## src/rtl/core/assert_macros.svh

```systemverilog
// Assertion helpers shared by the RTL. Every assertion samples on the rising
// edge of clock and is switched off while reset is high.
`ifndef ASSERT_MACROS_SVH
`define ASSERT_MACROS_SVH

// Whenever the condition holds, the consequence must hold in the same cycle.
`define ASSERT_SAME_CYCLE(lbl, cond, cons, msg) \
   lbl: assert property (@(posedge clock) disable iff (reset) (cond) |-> (cons)) \
      else $error(msg);

// Whenever the condition holds, the consequence must hold in the next cycle.
`define ASSERT_NEXT_CYCLE(lbl, cond, cons, msg) \
   lbl: assert property (@(posedge clock) disable iff (reset) (cond) |=> (cons)) \
      else $error(msg);

`endif

```

## src/rtl/core/mme_pkg.sv

```systemverilog
// ----------------------------------------------------------------------------
// mme_pkg
// Shared types and fixed constants of the matrix multiply engine.
// ----------------------------------------------------------------------------
package mme_pkg;

   localparam int OP_BITS        = 2;
   localparam int CFG_BITS       = 4;
   localparam int CSR_INDEX_BITS = 2;
   localparam int SUM_BITS       = 40;

   localparam logic [OP_BITS-1:0] OP_LOAD_A  = 2'd0;
   localparam logic [OP_BITS-1:0] OP_LOAD_B  = 2'd1;
   localparam logic [OP_BITS-1:0] OP_COMPUTE = 2'd2;

   localparam logic [CSR_INDEX_BITS-1:0] CSR_ROWS_OF_A  = 2'd0;
   localparam logic [CSR_INDEX_BITS-1:0] CSR_INNER_SIZE = 2'd1;
   localparam logic [CSR_INDEX_BITS-1:0] CSR_COLS_OF_B  = 2'd2;

   localparam logic [CFG_BITS-1:0] CFG_RESET = 4'd8;

   // Command word from the controller to the datapath.
   typedef struct packed {
      logic load_a;
      logic load_b;
      logic issue;
      logic first_k;
      logic last_k;
      logic last_elem;
   } ctrl_cmd_type;

endpackage

```

## src/rtl/core/mme_ram.sv

```systemverilog
// ----------------------------------------------------------------------------
// mme_ram
// Generic single write port, single read port RAM with registered read data.
// ----------------------------------------------------------------------------
module mme_ram #(
   parameter int WIDTH = 16,
   parameter int DEPTH = 64,
   localparam int ADDR_BITS = (DEPTH > 1) ? $clog2(DEPTH) : 1
) (
   input  logic                 clock,
   input  logic                 wr_en,
   input  logic [ADDR_BITS-1:0] wr_addr,
   input  logic [WIDTH-1:0]     wr_data,
   input  logic [ADDR_BITS-1:0] rd_addr,
   output logic [WIDTH-1:0]     rd_data
);

   logic [WIDTH-1:0] mem_ff [DEPTH];
   logic [WIDTH-1:0] rd_data_ff;

   always_ff @(posedge clock) begin
      if (wr_en) begin
         mem_ff[wr_addr] <= wr_data;
      end
      rd_data_ff <= mem_ff[rd_addr];
   end

   assign rd_data = rd_data_ff;

endmodule

```

## src/rtl/core/mme_csr.sv

```systemverilog
// ----------------------------------------------------------------------------
// mme_csr
// Size registers; presents each size as the last loop index, clamped to range.
// ----------------------------------------------------------------------------
module mme_csr import mme_pkg::*; #(
   parameter int MAX_DIM = 8,
   localparam int IDX_BITS = (MAX_DIM > 1) ? $clog2(MAX_DIM) : 1
) (
   input  logic                      clock,
   input  logic                      reset,
   input  logic                      wr_en,
   input  logic [CSR_INDEX_BITS-1:0] wr_index,
   input  logic [CFG_BITS-1:0]       wr_data,
   output logic [IDX_BITS-1:0]       last_i,
   output logic [IDX_BITS-1:0]       last_k,
   output logic [IDX_BITS-1:0]       last_j
);

   logic [CFG_BITS-1:0] rows_ff, rows_in;
   logic [CFG_BITS-1:0] inner_ff, inner_in;
   logic [CFG_BITS-1:0] cols_ff, cols_in;

   // A size of zero counts as one, and a size above the maximum as the maximum.
   function automatic logic [IDX_BITS-1:0] last_index(input logic [CFG_BITS-1:0] v);
      logic [IDX_BITS-1:0] r;
      if (v == '0) begin
         r = '0;
      end else if (int'(v) > MAX_DIM) begin
         r = IDX_BITS'(MAX_DIM - 1);
      end else begin
         r = IDX_BITS'(int'(v) - 1);
      end
      return r;
   endfunction

   always_comb begin
      rows_in  = rows_ff;
      inner_in = inner_ff;
      cols_in  = cols_ff;
      if (wr_en) begin
         unique case (wr_index)
            CSR_ROWS_OF_A:  rows_in  = wr_data;
            CSR_INNER_SIZE: inner_in = wr_data;
            CSR_COLS_OF_B:  cols_in  = wr_data;
            default: ;
         endcase
      end
   end

   always_ff @(posedge clock) begin
      if (reset) begin
         rows_ff  <= CFG_RESET;
         inner_ff <= CFG_RESET;
         cols_ff  <= CFG_RESET;
      end else begin
         rows_ff  <= rows_in;
         inner_ff <= inner_in;
         cols_ff  <= cols_in;
      end
   end

   assign last_i = last_index(rows_ff);
   assign last_k = last_index(inner_ff);
   assign last_j = last_index(cols_ff);

endmodule

```

## src/rtl/core/mme_ctrl.sv

```systemverilog
// ----------------------------------------------------------------------------
// mme_ctrl
// Controller: takes items, walks the row, column and inner loops and drains.
// ----------------------------------------------------------------------------
module mme_ctrl import mme_pkg::*; #(
   parameter int MAX_DIM = 8,
   localparam int IDX_BITS = (MAX_DIM > 1) ? $clog2(MAX_DIM) : 1
) (
   input  logic                clock,
   input  logic                reset,
   input  logic                start,
   input  logic [OP_BITS-1:0]  operation,
   input  logic [IDX_BITS-1:0] last_i,
   input  logic [IDX_BITS-1:0] last_k,
   input  logic [IDX_BITS-1:0] last_j,
   input  logic                pipe_idle,
   output logic                busy,
   output ctrl_cmd_type        cmd,
   output logic [IDX_BITS-1:0] idx_i,
   output logic [IDX_BITS-1:0] idx_j,
   output logic [IDX_BITS-1:0] idx_k
);

   typedef enum logic [1:0] {
      ST_IDLE,
      ST_RUN,
      ST_DRAIN
   } state_type;

   state_type           state_ff, state_in;
   logic [IDX_BITS-1:0] i_ff, i_in;
   logic [IDX_BITS-1:0] j_ff, j_in;
   logic [IDX_BITS-1:0] k_ff, k_in;
   logic                accept;

   assign accept = start && (state_ff == ST_IDLE);

   always_comb begin
      state_in = state_ff;
      i_in     = i_ff;
      j_in     = j_ff;
      k_in     = k_ff;
      unique case (state_ff)
         ST_IDLE: begin
            if (accept && (operation == OP_COMPUTE)) begin
               state_in = ST_RUN;
               i_in     = '0;
               j_in     = '0;
               k_in     = '0;
            end
         end
         ST_RUN: begin
            if (k_ff != last_k) begin
               k_in = k_ff + 1'b1;
            end else begin
               k_in = '0;
               if (j_ff != last_j) begin
                  j_in = j_ff + 1'b1;
               end else begin
                  j_in = '0;
                  if (i_ff != last_i) begin
                     i_in = i_ff + 1'b1;
                  end else begin
                     state_in = ST_DRAIN;
                  end
               end
            end
         end
         ST_DRAIN: begin
            if (pipe_idle) begin
               state_in = ST_IDLE;
            end
         end
         default: state_in = ST_IDLE;
      endcase
   end

   always_ff @(posedge clock) begin
      if (reset) begin
         state_ff <= ST_IDLE;
         i_ff     <= '0;
         j_ff     <= '0;
         k_ff     <= '0;
      end else begin
         state_ff <= state_in;
         i_ff     <= i_in;
         j_ff     <= j_in;
         k_ff     <= k_in;
      end
   end

   always_comb begin
      cmd.load_a    = accept && (operation == OP_LOAD_A);
      cmd.load_b    = accept && (operation == OP_LOAD_B);
      cmd.issue     = (state_ff == ST_RUN);
      cmd.first_k   = (k_ff == '0);
      cmd.last_k    = (k_ff == last_k);
      cmd.last_elem = (i_ff == last_i) && (j_ff == last_j);
   end

   assign busy  = (state_ff != ST_IDLE);
   assign idx_i = i_ff;
   assign idx_j = j_ff;
   assign idx_k = k_ff;

endmodule

```

## src/rtl/core/mme_datapath.sv

```systemverilog
// ----------------------------------------------------------------------------
// mme_datapath
// Element stores, multiplier and accumulator with the result registers.
// ----------------------------------------------------------------------------
module mme_datapath import mme_pkg::*; #(
   parameter int MAX_DIM      = 8,
   parameter int ELEMENT_BITS = 16,
   localparam int IDX_BITS = (MAX_DIM > 1) ? $clog2(MAX_DIM) : 1
) (
   input  logic                           clock,
   input  logic                           reset,
   input  ctrl_cmd_type                   cmd,
   input  logic [IDX_BITS-1:0]            idx_i,
   input  logic [IDX_BITS-1:0]            idx_j,
   input  logic [IDX_BITS-1:0]            idx_k,
   input  logic [IDX_BITS-1:0]            load_row,
   input  logic [IDX_BITS-1:0]            load_col,
   input  logic signed [ELEMENT_BITS-1:0] load_value,
   output logic                           pipe_idle,
   output logic                           rsp_valid,
   output logic [IDX_BITS-1:0]            rsp_row,
   output logic [IDX_BITS-1:0]            rsp_col,
   output logic signed [SUM_BITS-1:0]     rsp_value,
   output logic                           rsp_last
);

   localparam int DEPTH     = MAX_DIM * MAX_DIM;
   localparam int ADDR_BITS = (DEPTH > 1) ? $clog2(DEPTH) : 1;
   localparam int PROD_BITS = 2 * ELEMENT_BITS;

   logic                    in_range;
   logic [ADDR_BITS-1:0]    wr_addr;
   logic [ADDR_BITS-1:0]    a_addr;
   logic [ADDR_BITS-1:0]    b_addr;
   logic [ELEMENT_BITS-1:0] a_rd;
   logic [ELEMENT_BITS-1:0] b_rd;

   // Stage 1: store read data arrives.
   logic                s1_valid_ff;
   logic                s1_first_ff, s1_last_k_ff, s1_last_elem_ff;
   logic [IDX_BITS-1:0] s1_i_ff, s1_j_ff;
   // Stage 2: product registered.
   logic                        s2_valid_ff;
   logic                        s2_first_ff, s2_last_k_ff, s2_last_elem_ff;
   logic [IDX_BITS-1:0]         s2_i_ff, s2_j_ff;
   logic signed [PROD_BITS-1:0] prod_ff, prod_in;
   // Stage 3: running sum and result tags.
   logic signed [SUM_BITS-1:0]  acc_ff, acc_in;
   logic signed [SUM_BITS-1:0]  prod_ext;
   logic                        rsp_valid_ff;
   logic                        rsp_last_ff;
   logic [IDX_BITS-1:0]         rsp_row_ff, rsp_col_ff;

   // Loads outside the store are dropped; only possible when MAX_DIM is one or not a power of two.
   assign in_range = ({1'b0, load_row} < (IDX_BITS + 1)'(MAX_DIM))
                  && ({1'b0, load_col} < (IDX_BITS + 1)'(MAX_DIM));

   assign wr_addr = ADDR_BITS'(int'(load_row) * MAX_DIM + int'(load_col));
   assign a_addr  = ADDR_BITS'(int'(idx_i) * MAX_DIM + int'(idx_k));
   assign b_addr  = ADDR_BITS'(int'(idx_k) * MAX_DIM + int'(idx_j));

   mme_ram #(
      .WIDTH (ELEMENT_BITS),
      .DEPTH (DEPTH)
   ) u_store_a (
      .clock   (clock),
      .wr_en   (cmd.load_a && in_range),
      .wr_addr (wr_addr),
      .wr_data (load_value),
      .rd_addr (a_addr),
      .rd_data (a_rd)
   );

   mme_ram #(
      .WIDTH (ELEMENT_BITS),
      .DEPTH (DEPTH)
   ) u_store_b (
      .clock   (clock),
      .wr_en   (cmd.load_b && in_range),
      .wr_addr (wr_addr),
      .wr_data (load_value),
      .rd_addr (b_addr),
      .rd_data (b_rd)
   );

   assign prod_in  = $signed(a_rd) * $signed(b_rd);
   // The product is sign-extended, or wrapped, into the width of the sum.
   assign prod_ext = SUM_BITS'(prod_ff);
   assign acc_in   = s2_first_ff ? prod_ext : acc_ff + prod_ext;

   always_ff @(posedge clock) begin
      if (reset) begin
         s1_valid_ff  <= 1'b0;
         s2_valid_ff  <= 1'b0;
         rsp_valid_ff <= 1'b0;
         acc_ff       <= '0;
      end else begin
         s1_valid_ff  <= cmd.issue;
         s2_valid_ff  <= s1_valid_ff;
         rsp_valid_ff <= s2_valid_ff && s2_last_k_ff;
         if (s2_valid_ff) begin
            acc_ff <= acc_in;
         end
      end
   end

   always_ff @(posedge clock) begin
      s1_first_ff     <= cmd.first_k;
      s1_last_k_ff    <= cmd.last_k;
      s1_last_elem_ff <= cmd.last_elem;
      s1_i_ff         <= idx_i;
      s1_j_ff         <= idx_j;

      prod_ff         <= prod_in;
      s2_first_ff     <= s1_first_ff;
      s2_last_k_ff    <= s1_last_k_ff;
      s2_last_elem_ff <= s1_last_elem_ff;
      s2_i_ff         <= s1_i_ff;
      s2_j_ff         <= s1_j_ff;

      rsp_last_ff     <= s2_last_elem_ff;
      rsp_row_ff      <= s2_i_ff;
      rsp_col_ff      <= s2_j_ff;
   end

   assign pipe_idle = !s1_valid_ff && !s2_valid_ff;
   assign rsp_valid = rsp_valid_ff;
   assign rsp_row   = rsp_row_ff;
   assign rsp_col   = rsp_col_ff;
   assign rsp_value = acc_ff;
   assign rsp_last  = rsp_valid_ff && rsp_last_ff;

endmodule

```

## src/rtl/core/matrix_multiply_engine_unit.sv

```systemverilog
// A load word is written in the cycle it is taken and busy stays low.
// A compute word keeps busy high until the loops are done and the pipeline has drained;
// one result comes out per row and column pair, row by row, as its inner loop ends,
// with one product a cycle through a single MAC unit.
// Synchronous active-high reset sets every size to 8 and clears the running sum;
// the element stores are undefined until loaded. The receiver cannot stall.
// ----------------------------------------------------------------------------
// matrix_multiply_engine_unit
// General matrix multiply R = A * B over signed Q8.8 elements, exact Q24.16 sums.
// ----------------------------------------------------------------------------
`include "assert_macros.svh"

module matrix_multiply_engine_unit import mme_pkg::*; #(
   parameter int MAX_DIM      = 8,
   parameter int ELEMENT_BITS = 16,
   localparam int IDX_BITS = (MAX_DIM > 1) ? $clog2(MAX_DIM) : 1
) (
   input  logic                           clock,
   input  logic                           reset,
   input  logic                           start,
   output logic                           busy,
   input  logic [OP_BITS-1:0]             req_operation,
   input  logic [IDX_BITS-1:0]            req_row_index,
   input  logic [IDX_BITS-1:0]            req_col_index,
   input  logic signed [ELEMENT_BITS-1:0] req_element_value,
   output logic                           rsp_valid,
   output logic [IDX_BITS-1:0]            rsp_result_row,
   output logic [IDX_BITS-1:0]            rsp_result_col,
   output logic signed [SUM_BITS-1:0]     rsp_result_value,
   output logic                           rsp_last_result,
   input  logic                           csr_valid,
   output logic                           csr_ready,
   input  logic [CSR_INDEX_BITS-1:0]      csr_index,
   input  logic [CFG_BITS-1:0]            csr_data
);

   ctrl_cmd_type        cmd;
   logic                pipe_idle;
   logic                compute_taken;
   logic [IDX_BITS-1:0] last_i, last_k, last_j;
   logic [IDX_BITS-1:0] idx_i, idx_j, idx_k;

   // Sizes may only change while no product is being formed.
   assign csr_ready = !busy;

   assign compute_taken = start && !busy && (req_operation == OP_COMPUTE);

   mme_csr #(
      .MAX_DIM (MAX_DIM)
   ) u_csr (
      .clock    (clock),
      .reset    (reset),
      .wr_en    (csr_valid && csr_ready),
      .wr_index (csr_index),
      .wr_data  (csr_data),
      .last_i   (last_i),
      .last_k   (last_k),
      .last_j   (last_j)
   );

   mme_ctrl #(
      .MAX_DIM (MAX_DIM)
   ) u_ctrl (
      .clock     (clock),
      .reset     (reset),
      .start     (start),
      .operation (req_operation),
      .last_i    (last_i),
      .last_k    (last_k),
      .last_j    (last_j),
      .pipe_idle (pipe_idle),
      .busy      (busy),
      .cmd       (cmd),
      .idx_i     (idx_i),
      .idx_j     (idx_j),
      .idx_k     (idx_k)
   );

   mme_datapath #(
      .MAX_DIM      (MAX_DIM),
      .ELEMENT_BITS (ELEMENT_BITS)
   ) u_datapath (
      .clock      (clock),
      .reset      (reset),
      .cmd        (cmd),
      .idx_i      (idx_i),
      .idx_j      (idx_j),
      .idx_k      (idx_k),
      .load_row   (req_row_index),
      .load_col   (req_col_index),
      .load_value (req_element_value),
      .pipe_idle  (pipe_idle),
      .rsp_valid  (rsp_valid),
      .rsp_row    (rsp_result_row),
      .rsp_col    (rsp_result_col),
      .rsp_value  (rsp_result_value),
      .rsp_last   (rsp_last_result)
   );

   `ASSERT_SAME_CYCLE(a_rsp_only_when_busy, rsp_valid, busy, "result word while not busy")
   `ASSERT_NEXT_CYCLE(a_compute_sets_busy, compute_taken, busy, "compute did not raise busy")
   `ASSERT_NEXT_CYCLE(a_nothing_after_last, rsp_valid && rsp_last_result, !rsp_valid, "word after last")

endmodule
```

## config.mk

```make
export PLATFORM = sky130hd
export DESIGN_NAME = matrix_multiply_engine_unit
export DESIGN_NICKNAME = d
export VERILOG_FILES = /design/src/rtl/core/mme_pkg.sv /design/src/rtl/core/mme_ram.sv /design/src/rtl/core/mme_csr.sv /design/src/rtl/core/mme_ctrl.sv /design/src/rtl/core/mme_datapath.sv /design/src/rtl/core/matrix_multiply_engine_unit.sv
export VERILOG_INCLUDE_DIRS = /design/src /design/src/rtl/core
export SDC_FILE = /design/constraint.sdc
export NUM_CORES = 2
export LEC_CHECK = 0
export ABC_AREA = 1
export ABC_CLOCK_PERIOD_IN_PS = 12400
export BUFFER_PORTS_ARGS = -buffer_cell sky130_fd_sc_hd__buf_2
export CORE_MARGIN = 2
export CORE_UTILIZATION = 50
export DETAILED_ROUTE_END_ITERATION = 7
export GPL_TIMING_DRIVEN = 0
export PLACE_DENSITY = 0.68
export SLEW_MARGIN = 15
export SYNTH_ARGS = -nofsm -noshare
export SYNTH_HDL_FRONTEND = slang
export SYNTH_HIERARCHICAL = 1
export SYNTH_SLANG_ARGS = --single-unit
```

## constraint.sdc

```tcl
create_clock -name clock -period 12.4 [get_ports clock]
set_input_delay 1.24 -clock clock [delete_from_list [all_inputs] [get_ports clock]]
set_output_delay 1.24 -clock clock [all_outputs]
set_load 0.01 [all_outputs]
```

==> results.md <==
- WL final: 329.6 mm
- Outcome: complete, but fails checks
- Hold-fix buffers, CTS: 0
- Required @ worst endpoint: 13.11 ns
- Buffers added on ports: 80
- RSZ-0062 raised after global routing: false
- Filler cell count: 16,560
- Post-synth top flop: edfxtp_1
- Die height: 455.7 µm
- Drt initial violations: 9,532
- First-pass GRT wire length: 469.9 mm
- Yosys warns: 6
- Final hold viol count: 0
- Clock Tree Root: clkbuf_16
- Sequential area share after synthesis: 0.6334
- Worst slew pin tran: 1.127 ns
- Area grow syn2layout: 13.23%
- Max-cap viol count: 0
- Num ports: 84
- Drc violations: 1
- Post-CTS setup buffer count: 0
- Tot GR Track Use: 0.3107
- Worst Hold Class: flop to flop
- Aggregate negative setup slack: 0 ns
- Clock slew at reported path FFs: 0.06 ns
- Mean Syn Cell Area: 10.75 µm²
- Failing checks: DRC
- Final #Nets: 10,360
- CTS buffer count: 216
- Register area: 64,600 µm²
- Vias in the first global route: 71,030
- Asr flop ratio synth: 0
- CP endpoint kind: flop
- CP max FO: 10
- Multi-input logic area: 32,340 µm²
- Ratio of cells with drive above 1 in the final layout: 0.1126
- Clk_skew: 0.04065 ns
- RD Place Congestion: 0.9859
- Max Buffers Root-to-Sink: 3
- Count of different cell masters after synthesis: 58
- Final worst-path cycle share: 0.5528
- Final antenna-violating net count: 0
- Startpoint types: flop
- CTS tree: built
- Maximum clock frequency: 145.9 MHz
- Seq cells post-synth: 2,203
- Post-synth net total: 9,913
- Critical path type: flop to flop
- Core footprint: 202,500 µm²
- Vias: 74,810
- Tmin final: 6.854 ns
- Sinks on the clock net: 2,203
- Clock latency on the worst-skew pair: 0.89 ns
- TritonRoute pass-1 iters: 8
- Die W: 455.7 µm
- Die ar.: 207,600 µm²
- Max H-tree Level: 4
- Initial Utilization: 0.5036
- Initial antenna violation count: 17
- Worst EP arrival: 7.56 ns
- Routed len/inst: 25.72 µm
- HPWL Detailed: 233.8 mm
- Largest net degree at the start of global routing: 90
- Max-slew headroom at the worst pin: 0.2484
- Post-synth EDFFs: 2,048
- Post_cts resized: 0
- Syn Std Cell Area: 102,000 µm²
- GR Overflow Total: 0
- FP Rows: 165
- Final Max Tran Viols: 0
- Synth Instances: 9,488
- Setup Viol. Count Final: 0
- Vias per cell: 5.840
[layer usage]
| metal | share of wire | up-vias | global-route usage |
|---|---|---|---|
| met5 | 0.00010 | - | 0 |
| met4 | 0.055 | 4 | 0.1540 |
| met3 | 0.11 | 800 | 0.07080 |
| met2 | 0.45 | 4501 | 0.4857 |
| met1 | 0.38 | 36450 | 0.4103 |
| li1 | - | 33060 | - |
[metrics by stage]
stage          hold slack, ns  setup slack [ns]  utilization  cell area (µm²)  cells
3_3_place_gp           0.3102             5.341       0.5221           105700  12240
2_1_floorplan          0.3096             6.937            -           102000   9488
6_report               0.3242             5.546       0.5703           115500  12810
4_1_cts                0.3265             5.469       0.5701           115500  12800
3_5_place_dp           0.3121             5.554       0.5348           108300  12390
5_1_grt                0.3239             5.181       0.5702           115500  12800
[placed cells by master (no fill, tap or decap), drive strengths merged, types with 29 or more instances in the layout]
| cell | instances |
|---|---|
| nor2 | 303 |
| nand2 | 3237 |
| ha | 128 |
| edfxtp | 2048 |
| xor2 | 29 |
| dfxtp | 155 |
| buf | 637 |
| fa | 263 |
| xnor2 | 29 |
| inv | 624 |
| clkbuf | 414 |
| clkinv | 86 |
| nand3 | 1833 |
| nand4 | 43 |
| a21oi | 123 |
| o21ai | 67 |
[kinds of logic (layout without fill, tap and decap cells)]
kind of cell | Yosys count | count (layout) | share of synthesized area
AO/OA/AOI/OAI | 233 | 233 | 0.01342
XOR/XNOR | 58 | 58 | 0.004980
adder cells (fa/ha/maj) | 391 | 391 | 0.06732
buffers and inverters | 1147 | 1783 | 0.05412
flip-flops | 2203 | 2203 | 0.6334
other | 0 | 15 | 0
AND/OR/NAND/NOR | 5456 | 5456 | 0.2268
[registers in the layout (all words and copies together) (netlist names), 4 cells and up]
register	count
u_datapath/u_store_b/rd_data	16
u_datapath/u_store_a/rd_data	16
u_datapath/rsp_value	40
u_datapath/u_store_a/mem_ff	1024
u_datapath/prod_ff	32
u_csr/inner_ff	4
u_datapath/u_store_b/mem_ff	1024
u_csr/cols_ff	4
u_csr/rows_ff	4
[cells in the mapped netlist, types with 8 or more instances]
cell      instances  share of area
o21bai_1         14         0.0010
o21ai_0          51         0.0025
buf_4            39         0.0029
clkbuf_1        126         0.0046
xnor2_1          29         0.0025
edfxtp_1       2048           0.60
ha_1            128          0.016
inv_2            16        0.00059
fa_1            263          0.052
nor2_2           12        0.00074
nand4_1          43         0.0026
dfxtp_1         155          0.030
buf_6            99          0.011
nor3_1            8        0.00039
nand2_1        3219           0.12
nor4_1           17         0.0010
buf_2           228          0.011
inv_1           595          0.022
a21oi_1         112         0.0055
xor2_1           29         0.0025
nor2_1          288          0.011
o21ai_1          15        0.00074
a21oi_2          10        0.00086
nand2_2          17         0.0010
buf_1            36         0.0013
nand3_1        1825          0.090
[final cells by class]
cell class,instances,share of cell area
Sequential cell,2203,0.5593
Multi-Input combinational cell,6138,0.2800
Clock buffer,288,0.05134
Tap cell,2672,0.02895
Buffer,530,0.02759
Timing Repair Buffer,233,0.02169
Inverter,617,0.02020
Clock inverter,115,0.01058
Antenna cell,15,0.0003250
[path summary, 6_finish.rpt]
check                                   from                     end  slack, ns  depth (start not counted)
max reg2reg  u_datapath/u_store_b/rd_data[8]  u_datapath/prod_ff[26]       5.55                         25
max          u_datapath/u_store_b/rd_data[8]  u_datapath/prod_ff[26]       5.55                         25
min               u_datapath/s2_last_elem_ff  u_datapath/rsp_last_ff       0.32                          0
min reg2reg       u_datapath/s2_last_elem_ff  u_datapath/rsp_last_ff       0.32                          0
[critical path, cell delays in order, from the launching register on]
cell and delay, ns:
dfxtp_1 0.31, clkbuf_1 0.53, clkbuf_1 0.70, nand2_1 0.16
fa_1 0.54, inv_1 0.05, fa_1 0.50, inv_1 0.06
fa_1 0.53, inv_1 0.05, fa_1 0.44, fa_1 0.49
inv_1 0.05, fa_1 0.57, inv_1 0.07, ha_1 0.37
nand2_1 0.09, inv_1 0.08, nand2_1 0.08, nor3_2 0.21
nand4_1 0.16, nand3_1 0.17, a21o_1 0.17, nand2_1 0.08
nand3_1 0.07, nand2_1 0.14
Power is not shown: default switching activity piles up to over one toggle a cycle in this logic, so the estimate is an artifact.
